## src/hdl/fptd_pkg.sv

```systemverilog
// Shared types and constants for the fractal peak and trough detector.
package fptd_pkg;

  localparam int PRICE_W = 32;
  localparam int HALF_W  = 4;
  localparam int LIMIT_W = 5;
  localparam int APB_DW  = 32;
  localparam int APB_AW  = 3;

  // register indexes on the configuration port
  localparam logic REG_HALF_WINDOW = 1'b0;
  localparam logic REG_STORE_LIMIT = 1'b1;

  localparam logic [HALF_W-1:0]  HALF_WINDOW_RST = 4'd2;
  localparam logic [LIMIT_W-1:0] STORE_LIMIT_RST = 5'd16;

  typedef logic [PRICE_W-1:0] price_t;

  // per-cycle commands from the sequencer to one fractal store
  typedef struct packed {
    logic push;
    logic trim;
    logic rd_en;
  } fptd_store_cmd_t;

endpackage

```

## src/hdl/fractal_peak_trough_detector.sv

```systemverilog
// Top level: sequencer, shared compare unit, configuration registers and result register.
//
// Usage: one bar (in_bar_high, in_bar_low) enters on the in_ channel when
// in_valid is high and in_stall is low. Each bar yields exactly one result
// word on the out_ channel, taken when out_valid is high and out_stall low.
// Work per bar, in order: the accepting cycle shifts the window, S_MID fetches
// the middle bar, S_SCAN compares it with the other window bars (only once the
// window is full), S_PUSH pushes found fractals, S_RSCAN scans the larger store
// for resistance and support, and S_DONE loads the result register. A new bar
// is taken only once the result register is loaded; in_stall stays high
// meanwhile. A finished result sits in the output register, so the next bar is
// taken while the receiver stalls; only a second result waits for the slot.
// Configuration goes through the APB-style port; the user must write it only
// while no bar is in flight, which the block does not enforce. Lowering
// store_limit trims both stores at the write. Reset (rst_n low at a clock
// edge) empties the window and both stores and restores half_window = 2 and
// store_limit = 16.
module fractal_peak_trough_detector #(
  parameter int MAX_HALF_WINDOW = 8,
  parameter int STORE_DEPTH     = 16,
  localparam int SCW = $clog2(STORE_DEPTH + 1)
) (
  input  logic                          clk,
  input  logic                          rst_n,
  input  logic                          in_valid,
  output logic                          in_stall,
  input  logic [31:0]                   in_bar_high,
  input  logic [31:0]                   in_bar_low,
  output logic                          out_valid,
  input  logic                          out_stall,
  output logic                          out_window_full,
  output logic                          out_high_found,
  output logic [31:0]                   out_high_value,
  output logic                          out_low_found,
  output logic [31:0]                   out_low_value,
  output logic [SCW-1:0]                out_high_count,
  output logic [SCW-1:0]                out_low_count,
  output logic [31:0]                   out_resistance,
  output logic                          out_resistance_valid,
  output logic [31:0]                   out_support,
  output logic                          out_support_valid,
  input  logic                          psel,
  input  logic                          penable,
  input  logic                          pwrite,
  input  logic [fptd_pkg::APB_AW-1:0]   paddr,
  input  logic [fptd_pkg::APB_DW-1:0]   pwdata,
  output logic [fptd_pkg::APB_DW-1:0]   prdata,
  output logic                          pready
);
  import fptd_pkg::*;

  localparam int WIN_DEPTH = 2 * MAX_HALF_WINDOW + 1;
  localparam int WIDX      = $clog2(WIN_DEPTH);
  localparam int SAW       = (STORE_DEPTH > 1) ? $clog2(STORE_DEPTH) : 1;

  typedef enum logic [2:0] {
    S_IDLE, S_MID, S_SCAN, S_PUSH, S_RSCAN, S_DONE
  } state_t;

  state_t              state_r, state_nxt;
  logic [HALF_W-1:0]   half_window_r, half_window_nxt;
  logic [LIMIT_W-1:0]  store_limit_r, store_limit_nxt;
  logic [WIDX-1:0]     k_r, k_nxt;
  price_t              mh_r, mh_nxt;
  price_t              ml_r, ml_nxt;
  logic                hf_r, hf_nxt;
  logic                lf_r, lf_nxt;
  logic                full_r, full_nxt;
  logic [SCW-1:0]      j_r, j_nxt;
  logic                rd_vld_r, rd_vld_nxt;
  logic [SCW-1:0]      rd_j_r, rd_j_nxt;
  price_t              res_r, res_nxt;
  price_t              sup_r, sup_nxt;

  logic                out_valid_r, out_valid_nxt;
  logic                o_full_r, o_full_nxt;
  logic                o_hf_r, o_hf_nxt;
  price_t              o_hv_r, o_hv_nxt;
  logic                o_lf_r, o_lf_nxt;
  price_t              o_lv_r, o_lv_nxt;
  logic [SCW-1:0]      o_hc_r, o_hc_nxt;
  logic [SCW-1:0]      o_lc_r, o_lc_nxt;
  price_t              o_res_r, o_res_nxt;
  price_t              o_sup_r, o_sup_nxt;

  logic                accept;
  logic                cfg_wr;
  logic [WIDX-1:0]     eff_h;
  logic [WIDX-1:0]     span;
  logic [SCW-1:0]      eff_lim;
  logic [SCW-1:0]      new_lim;
  logic [WIDX-1:0]     win_idx;
  logic [WIDX-1:0]     fill;
  price_t              win_high, win_low;
  fptd_store_cmd_t     hcmd, lcmd;
  logic [SCW-1:0]      hcount, lcount;
  price_t              hdata, ldata;
  logic [SCW-1:0]      scan_n;
  logic                rd_en;

  function automatic logic [WIDX-1:0] clamp_half(input logic [HALF_W-1:0] v);
    logic [WIDX-1:0] r;
    if (v == '0) begin
      r = WIDX'(1);
    end else if (32'(v) > 32'(MAX_HALF_WINDOW)) begin
      r = WIDX'(MAX_HALF_WINDOW);
    end else begin
      r = WIDX'(v);
    end
    return r;
  endfunction

  function automatic logic [SCW-1:0] clamp_lim(input logic [LIMIT_W-1:0] v);
    logic [SCW-1:0] r;
    if (v == '0) begin
      r = SCW'(1);
    end else if (32'(v) > 32'(STORE_DEPTH)) begin
      r = SCW'(STORE_DEPTH);
    end else begin
      r = SCW'(v);
    end
    return r;
  endfunction

  assign accept  = in_valid && !in_stall;
  assign cfg_wr  = psel && penable && pwrite;
  assign eff_h   = clamp_half(half_window_r);
  assign span    = WIDX'({eff_h, 1'b1});
  assign eff_lim = clamp_lim(store_limit_r);
  assign new_lim = clamp_lim(pwdata[LIMIT_W-1:0]);
  assign win_idx = (state_r == S_MID) ? eff_h : k_r;
  assign scan_n  = (hcount > lcount) ? hcount : lcount;
  assign rd_en   = (state_r == S_RSCAN) && (j_r < scan_n);

  fptd_window #(
    .WIN_DEPTH (WIN_DEPTH),
    .IDX_W     (WIDX)
  ) u_window (
    .clk      (clk),
    .rst_n    (rst_n),
    .shift_en (accept),
    .din_high (in_bar_high),
    .din_low  (in_bar_low),
    .rd_idx   (win_idx),
    .rd_high  (win_high),
    .rd_low   (win_low),
    .fill     (fill)
  );

  always_comb begin
    hcmd.push  = (state_r == S_PUSH) && hf_r;
    hcmd.trim  = cfg_wr && (paddr[2] == REG_STORE_LIMIT);
    hcmd.rd_en = rd_en;
    lcmd.push  = (state_r == S_PUSH) && lf_r;
    lcmd.trim  = hcmd.trim;
    lcmd.rd_en = rd_en;
  end

  fptd_store #(
    .DEPTH (STORE_DEPTH),
    .CW    (SCW),
    .AW    (SAW)
  ) u_high_store (
    .clk       (clk),
    .rst_n     (rst_n),
    .cmd       (hcmd),
    .push_data (mh_r),
    .lim       (eff_lim),
    .trim_lim  (new_lim),
    .rd_idx    (j_r[SAW-1:0]),
    .rd_data   (hdata),
    .count     (hcount)
  );

  fptd_store #(
    .DEPTH (STORE_DEPTH),
    .CW    (SCW),
    .AW    (SAW)
  ) u_low_store (
    .clk       (clk),
    .rst_n     (rst_n),
    .cmd       (lcmd),
    .push_data (ml_r),
    .lim       (eff_lim),
    .trim_lim  (new_lim),
    .rd_idx    (j_r[SAW-1:0]),
    .rd_data   (ldata),
    .count     (lcount)
  );

  always_comb begin
    state_nxt       = state_r;
    half_window_nxt = half_window_r;
    store_limit_nxt = store_limit_r;
    k_nxt           = k_r;
    mh_nxt          = mh_r;
    ml_nxt          = ml_r;
    hf_nxt          = hf_r;
    lf_nxt          = lf_r;
    full_nxt        = full_r;
    j_nxt           = j_r;
    rd_vld_nxt      = 1'b0;
    rd_j_nxt        = j_r;
    res_nxt         = res_r;
    sup_nxt         = sup_r;
    out_valid_nxt   = out_valid_r && out_stall;
    o_full_nxt      = o_full_r;
    o_hf_nxt        = o_hf_r;
    o_hv_nxt        = o_hv_r;
    o_lf_nxt        = o_lf_r;
    o_lv_nxt        = o_lv_r;
    o_hc_nxt        = o_hc_r;
    o_lc_nxt        = o_lc_r;
    o_res_nxt       = o_res_r;
    o_sup_nxt       = o_sup_r;

    if (cfg_wr) begin
      if (paddr[2] == REG_HALF_WINDOW) begin
        half_window_nxt = pwdata[HALF_W-1:0];
      end else begin
        store_limit_nxt = pwdata[LIMIT_W-1:0];
      end
    end

    case (state_r)
      S_IDLE: begin
        if (accept) begin
          state_nxt = S_MID;
        end
      end
      S_MID: begin
        full_nxt = (fill >= span);
        hf_nxt   = (fill >= span);
        lf_nxt   = (fill >= span);
        mh_nxt   = win_high;
        ml_nxt   = win_low;
        k_nxt    = '0;
        state_nxt = (fill >= span) ? S_SCAN : S_PUSH;
      end
      S_SCAN: begin
        // strict tests: any tie with the middle bar kills the fractal
        if (k_r != eff_h) begin
          if (win_high >= mh_r) hf_nxt = 1'b0;
          if (win_low <= ml_r)  lf_nxt = 1'b0;
        end
        k_nxt = k_r + WIDX'(1);
        if (k_r == span - WIDX'(1)) begin
          state_nxt = S_PUSH;
        end
      end
      S_PUSH: begin
        j_nxt     = '0;
        res_nxt   = '0;
        sup_nxt   = '0;
        state_nxt = S_RSCAN;
      end
      S_RSCAN: begin
        // read issued for entry j, data for entry rd_j arrives in the next cycle
        rd_vld_nxt = rd_en;
        rd_j_nxt   = j_r;
        if (rd_en) begin
          j_nxt = j_r + SCW'(1);
        end
        if (rd_vld_r) begin
          if ((rd_j_r < hcount) && ((rd_j_r == '0) || (hdata > res_r))) begin
            res_nxt = hdata;
          end
          if ((rd_j_r < lcount) && ((rd_j_r == '0) || (ldata < sup_r))) begin
            sup_nxt = ldata;
          end
        end
        if (!rd_en && !rd_vld_r) begin
          state_nxt = S_DONE;
        end
      end
      S_DONE: begin
        if (!out_valid_r || !out_stall) begin
          out_valid_nxt = 1'b1;
          o_full_nxt    = full_r;
          o_hf_nxt      = hf_r;
          o_hv_nxt      = hf_r ? mh_r : '0;
          o_lf_nxt      = lf_r;
          o_lv_nxt      = lf_r ? ml_r : '0;
          o_hc_nxt      = hcount;
          o_lc_nxt      = lcount;
          o_res_nxt     = res_r;
          o_sup_nxt     = sup_r;
          state_nxt     = S_IDLE;
        end
      end
      default: begin
        state_nxt = S_IDLE;
      end
    endcase
  end

  always_ff @(posedge clk) begin
    if (!rst_n) begin
      state_r       <= S_IDLE;
      half_window_r <= HALF_WINDOW_RST;
      store_limit_r <= STORE_LIMIT_RST;
      out_valid_r   <= 1'b0;
      rd_vld_r      <= 1'b0;
    end else begin
      state_r       <= state_nxt;
      half_window_r <= half_window_nxt;
      store_limit_r <= store_limit_nxt;
      out_valid_r   <= out_valid_nxt;
      rd_vld_r      <= rd_vld_nxt;
    end
    k_r      <= k_nxt;
    mh_r     <= mh_nxt;
    ml_r     <= ml_nxt;
    hf_r     <= hf_nxt;
    lf_r     <= lf_nxt;
    full_r   <= full_nxt;
    j_r      <= j_nxt;
    rd_j_r   <= rd_j_nxt;
    res_r    <= res_nxt;
    sup_r    <= sup_nxt;
    o_full_r <= o_full_nxt;
    o_hf_r   <= o_hf_nxt;
    o_hv_r   <= o_hv_nxt;
    o_lf_r   <= o_lf_nxt;
    o_lv_r   <= o_lv_nxt;
    o_hc_r   <= o_hc_nxt;
    o_lc_r   <= o_lc_nxt;
    o_res_r  <= o_res_nxt;
    o_sup_r  <= o_sup_nxt;
  end

  always_comb begin
    prdata = '0;
    if (paddr[2] == REG_HALF_WINDOW) begin
      prdata[HALF_W-1:0] = half_window_r;
    end else begin
      prdata[LIMIT_W-1:0] = store_limit_r;
    end
  end

  assign pready               = 1'b1;
  assign in_stall             = (state_r != S_IDLE);
  assign out_valid            = out_valid_r;
  assign out_window_full      = o_full_r;
  assign out_high_found       = o_hf_r;
  assign out_high_value       = o_hv_r;
  assign out_low_found        = o_lf_r;
  assign out_low_value        = o_lv_r;
  assign out_high_count       = o_hc_r;
  assign out_low_count        = o_lc_r;
  assign out_resistance       = o_res_r;
  assign out_resistance_valid = (o_hc_r != '0);
  assign out_support          = o_sup_r;
  assign out_support_valid    = (o_lc_r != '0);

`ifndef SYNTH
  a_accept_to_mid: assert property (@(posedge clk) disable iff (!rst_n)
    accept |=> (state_r == S_MID))
    else $error("accepted word did not start the sequence");

  a_scan_in_span: assert property (@(posedge clk) disable iff (!rst_n)
    (state_r == S_SCAN) |-> (k_r < span))
    else $error("window scan index past the span");

  a_found_needs_full: assert property (@(posedge clk) disable iff (!rst_n)
    (out_valid && (out_high_found || out_low_found)) |-> out_window_full)
    else $error("fractal reported without a full window");

  a_push_counts: assert property (@(posedge clk) disable iff (!rst_n)
    ((state_r == S_PUSH) && hf_r) |=> (hcount != '0))
    else $error("high store empty after a push");

  a_store_bound: assert property (@(posedge clk) disable iff (!rst_n)
    (hcount <= eff_lim) && (lcount <= eff_lim))
    else $error("store count above the limit");
`endif

endmodule

```

## src/hdl/fptd_window.sv

```systemverilog
// Shift line of the last bars (highs and lows) with one indexed read port.
module fptd_window #(
  parameter int WIN_DEPTH = 17,
  parameter int IDX_W     = 5
) (
  input  logic                 clk,
  input  logic                 rst_n,
  input  logic                 shift_en,
  input  fptd_pkg::price_t     din_high,
  input  fptd_pkg::price_t     din_low,
  input  logic [IDX_W-1:0]     rd_idx,
  output fptd_pkg::price_t     rd_high,
  output fptd_pkg::price_t     rd_low,
  output logic [IDX_W-1:0]     fill
);
  import fptd_pkg::*;

  price_t           high_r [WIN_DEPTH];
  price_t           low_r  [WIN_DEPTH];
  logic [IDX_W-1:0] fill_r;

  // tap 0 is the newest bar
  always_ff @(posedge clk) begin
    if (shift_en) begin
      high_r[0] <= din_high;
      low_r[0]  <= din_low;
      for (int i = 1; i < WIN_DEPTH; i++) begin
        high_r[i] <= high_r[i-1];
        low_r[i]  <= low_r[i-1];
      end
    end
  end

  always_ff @(posedge clk) begin
    if (!rst_n) begin
      fill_r <= '0;
    end else if (shift_en && (fill_r != IDX_W'(WIN_DEPTH))) begin
      fill_r <= fill_r + IDX_W'(1);
    end
  end

  always_comb begin
    rd_high = '0;
    rd_low  = '0;
    if (32'(rd_idx) < 32'(WIN_DEPTH)) begin
      rd_high = high_r[rd_idx];
      rd_low  = low_r[rd_idx];
    end
  end

  assign fill = fill_r;

endmodule

```

## src/hdl/fptd_store.sv

```systemverilog
// Ring buffer of fractal prices, oldest first, with trim, push and a registered scan read.
module fptd_store #(
  parameter int DEPTH = 16,
  parameter int CW    = 5,
  parameter int AW    = 4
) (
  input  logic                    clk,
  input  logic                    rst_n,
  input  fptd_pkg::fptd_store_cmd_t cmd,
  input  fptd_pkg::price_t        push_data,
  input  logic [CW-1:0]           lim,
  input  logic [CW-1:0]           trim_lim,
  input  logic [AW-1:0]           rd_idx,
  output fptd_pkg::price_t        rd_data,
  output logic [CW-1:0]           count
);
  import fptd_pkg::*;

  price_t        mem [DEPTH];
  price_t        rd_data_r;
  logic [AW-1:0] head_r;
  logic [CW-1:0] count_r;
  logic [AW-1:0] wr_addr;
  logic [AW-1:0] rd_addr;
  logic [AW-1:0] head_inc;
  logic [AW-1:0] head_trim;

  // sum is below twice the depth, so one conditional subtract wraps it
  function automatic logic [AW-1:0] wrap(input logic [CW:0] s);
    logic [CW:0] t;
    t = (s >= (CW+1)'(DEPTH)) ? s - (CW+1)'(DEPTH) : s;
    return t[AW-1:0];
  endfunction

  assign wr_addr   = wrap((CW+1)'(head_r) + (CW+1)'(count_r));
  assign rd_addr   = wrap((CW+1)'(head_r) + (CW+1)'(rd_idx));
  assign head_inc  = wrap((CW+1)'(head_r) + (CW+1)'(1));
  assign head_trim = wrap((CW+1)'(head_r) + (CW+1)'(count_r - trim_lim));

  always_ff @(posedge clk) begin
    if (cmd.push) begin
      mem[wr_addr] <= push_data;
    end
    if (cmd.rd_en) begin
      rd_data_r <= mem[rd_addr];
    end
  end

  always_ff @(posedge clk) begin
    if (!rst_n) begin
      head_r  <= '0;
      count_r <= '0;
    end else if (cmd.trim) begin
      if (count_r > trim_lim) begin
        head_r  <= head_trim;
        count_r <= trim_lim;
      end
    end else if (cmd.push) begin
      if (count_r >= lim) begin
        head_r <= head_inc;   // full: the new word displaces the oldest
      end else begin
        count_r <= count_r + CW'(1);
      end
    end
  end

  assign rd_data = rd_data_r;
  assign count   = count_r;

endmodule
```

## config.mk

```make
export PLATFORM = sky130hd
export DESIGN_NAME = fractal_peak_trough_detector
export DESIGN_NICKNAME = d
export VERILOG_FILES = /design/src/hdl/fptd_pkg.sv /design/src/hdl/fractal_peak_trough_detector.sv /design/src/hdl/fptd_window.sv /design/src/hdl/fptd_store.sv
export SDC_FILE = /design/constraint.sdc
export NUM_CORES = 2
export LEC_CHECK = 0
export ABC_AREA = 1
export BUFFER_PORTS_ARGS = -buffer_cell sky130_fd_sc_hd__clkbuf_2
export CORE_MARGIN = 4
export CORE_UTILIZATION = 54
export CTS_CLUSTER_SIZE = 25
export DETAILED_ROUTE_END_ITERATION = 10
export PLACE_DENSITY = 0.75
export SLEW_MARGIN = 20
export SYNTH_ARGS = -nofsm -noshare
export SYNTH_HDL_FRONTEND = slang
export SYNTH_SLANG_ARGS = --single-unit
export TNS_END_PERCENT = 10
```

## constraint.sdc

```tcl
create_clock -name clk -period 45.8 [get_ports clk]
set_input_delay 4.58 -clock clk [delete_from_list [all_inputs] [get_ports clk]]
set_output_delay 4.58 -clock clk [all_outputs]
set_load 0.005 [all_outputs]
```

==> metrics.csv <==
metric,value,unit
drtAntennaViolNets,0,
whs_endpoint,u_window.low_r[4][13],
drv_cap,0,
synth_top_cells_by_area,"edfxtp_1, nand2_1, nand3_1",
drt-initial-drc-count,7557,
route.detailed.wl_per_inst,21.3,um
num_vias,62900,
nNetsFinal,8513,
p_leak,42.5,nW
finalInstanceArea,114000,um^2
cts_buffers,236,
dp.cells,10500,
die_area,197000,um^2
initial_core_util,0.544,
stdcell_count,10900,
cts_hold_buffers,0,
worstPathMaxFanout,11,
grt-ovfl-total,0,
holdPathStages,0,
tns,0,ns
status,"finished, final reports clean",
synth_top_area_frac,0.720,
setup_violations,0,
yosysUniqueCellTypes,41,
final_util,0.604,
clk_latency,0.87,ns
avgSynthCellArea,12.7,um^2
worstSetupPathType,primary input to output port,
rrSetupSlack,38.88,ns
hp-start,u_window.low_r[3][13],
fmax,95.5,MHz
hold_viol_final,0,
dpl.hpwl,132,mm
reg2reg_from,state_r[0],
postCtsSetupBuffers,0,
htreeDepth,4,
drive_gt1_frac,0.0860,
drc_errors,0,
synth-compound-area-share,0.0636,
core-area,188000,um^2
finalCritPeriodShare,0.229,
synth_flop_cell,edfxtp_1,
pwr_density_cell,71.9,nW/um^2
cts.sinks,2500,
vdd_ir_drop_max,0.0789,mV
clockRootBuffer,clkbuf_16,
ys_async_sr_fraction,0,
finClkSkew,0.0414,ns
first_global_vias,59900,
arrival,5.89,ns
cts_resized,0,
postSynthCellCount,8054,
fp.dieW,444,um
antenna_found_initial,12,
worstMarginPinSlew,1.09,ns
synth_top_family_by_area,simple AND/OR/NAND/NOR gates,
io_buffers,226,
slew_headroom,0.271,
reg2reg_to,lf_r,
rows,159,
yosysSeqAreaShare,0.728,
die_h,444,um
clk_pin_slew_worst_paths,0.06,ns
worst_ep_required_time,41.22,ns
yosys.area_share.adder,0.0256,
dr.pass1.iters,6,
grt_setup_unrepaired,false,
endpoint_kind,output port,
cts_tree,built,
synth_xor_area_frac,0.00282,
grt_pass1_wl,352,mm
hold_path_class,flip-flop to flip-flop,
yosysWarningCount,0,
gp_congestion,0.857,
ff2ff_path_depth,24,
area_growth,10.9,%
slew_violations,0,
period_minus_slack,10.47,ns
syn_area,103000,um^2
synthMuxAreaShare,0.0250,
ctsLongestPathBuffers,3,
place_area,106000,um^2
grt_use_total,0.230,
ioPinCount,284,
grt_max_degree,238,
synth-simple-area-share,0.112,
worstSetupStartpointType,primary input,
avgViaCountPerCell,5.77,
synth-seq-cells,2500,
synth_edf_count,2458,
synth_area_leader_cell,edfxtp_1,
drt-total-wl,232,mm
[worst max path at each step]
stage / from / end / cells past startpoint
2_1_floorplan: in_valid / u_window.fill[4] / 8
3_3_place_gp: paddr[2] / prdata[0] / 3
3_5_place_dp: paddr[2] / prdata[0] / 3
4_1_cts: paddr[2] / prdata[0] / 3
5_1_grt: paddr[2] / prdata[0] / 3
6_report: paddr[2] / prdata[1] / 3
[final cells by class]
type                    instances  area [um^2]
diodes                          4         10.0
clock buffers                 295         6190
flip-flops and latches       2500        74700
multi-input cells            4491        24000
inverters                     646         2450
repair buffers                328         2070
well taps                    2495         3120
clock inverters               137         1240
fillers                     13900        74600
[cells by family (layout without fill, tap and decap cells)]
logic type | count (synthesis) | after routing
simple gates | 2767 | 2767
flops | 2500 | 2500
compound gates | 1203 | 1203
buf+inv | 1089 | 1406
mux | 256 | 256
fa+ha+maj | 204 | 204
xor+xnor | 33 | 33
other cells | 2 | 32
[Yosys cell counts (19+ instances only)]
master / count
a21oi_1: 511
a31oi_1: 66
buf_1: 34
buf_2: 165
buf_4: 30
clkbuf_1: 214
dfxtp_1: 42
edfxtp_1: 2458
ha_1: 194
inv_1: 634
mux2i_1: 256
nand2_1: 1739
nand3_1: 801
nand4_1: 19
nor2_1: 178
o211ai_1: 140
o21ai_0: 464
xor2_1: 20
[critical path, cell delays in order]
cell and delay (ns):
clkbuf_2 0.18, o21ai_0 0.86, clkbuf_2 0.26
[stage by stage]
stage,hold slack [ns],power (mW),setup slack (ns)
after floorplan,0.396,5.71,18.16
after global placement,0.426,6.17,35.37
after detailed placement,0.430,6.29,35.36
after CTS,0.429,8.18,35.36
after global routing,0.436,8.65,35.39
final,0.430,8.18,35.33
[report_power, final]
part           internal [mW]  switching (mW)
Clock                   1.06           0.824
Combinational          0.726            1.90
Sequential              3.32           0.352
Total                   5.10            3.07
[cell usage in the layout (no fill, tap or decap), drive strengths merged, types with 102 or more instances in the layout]
master | Yosys | routed
nand3 | 801 | 801
nand2 | 1739 | 1739
o211ai | 140 | 140
clkinv | 3 | 113
nor2 | 179 | 179
ha | 194 | 194
a21oi | 511 | 511
buf | 229 | 102
edfxtp | 2458 | 2458
mux2i | 256 | 256
inv | 643 | 650
o21ai | 468 | 468
clkbuf | 214 | 521
[per-layer routing]
| metal | vias to the layer above | global-route usage | wire, um |
|---|---|---|---|
| met5 | - | 0 | 41 |
| met4 | 6 | 0.0755 | 7030 |
| met3 | 422 | 0.0368 | 19800 |
| met2 | 2815 | 0.366 | 110000 |
| met1 | 30800 | 0.326 | 95400 |
| li1 | 28900 | - | - |
[sequential cells by signal, indices dropped and copies added (netlist names), 512 cells and up]
name              cells
u_high_store.mem    512
u_low_store.mem     512
u_window.high_r     544
u_window.low_r      544
(Power assumes the default switching activity.)
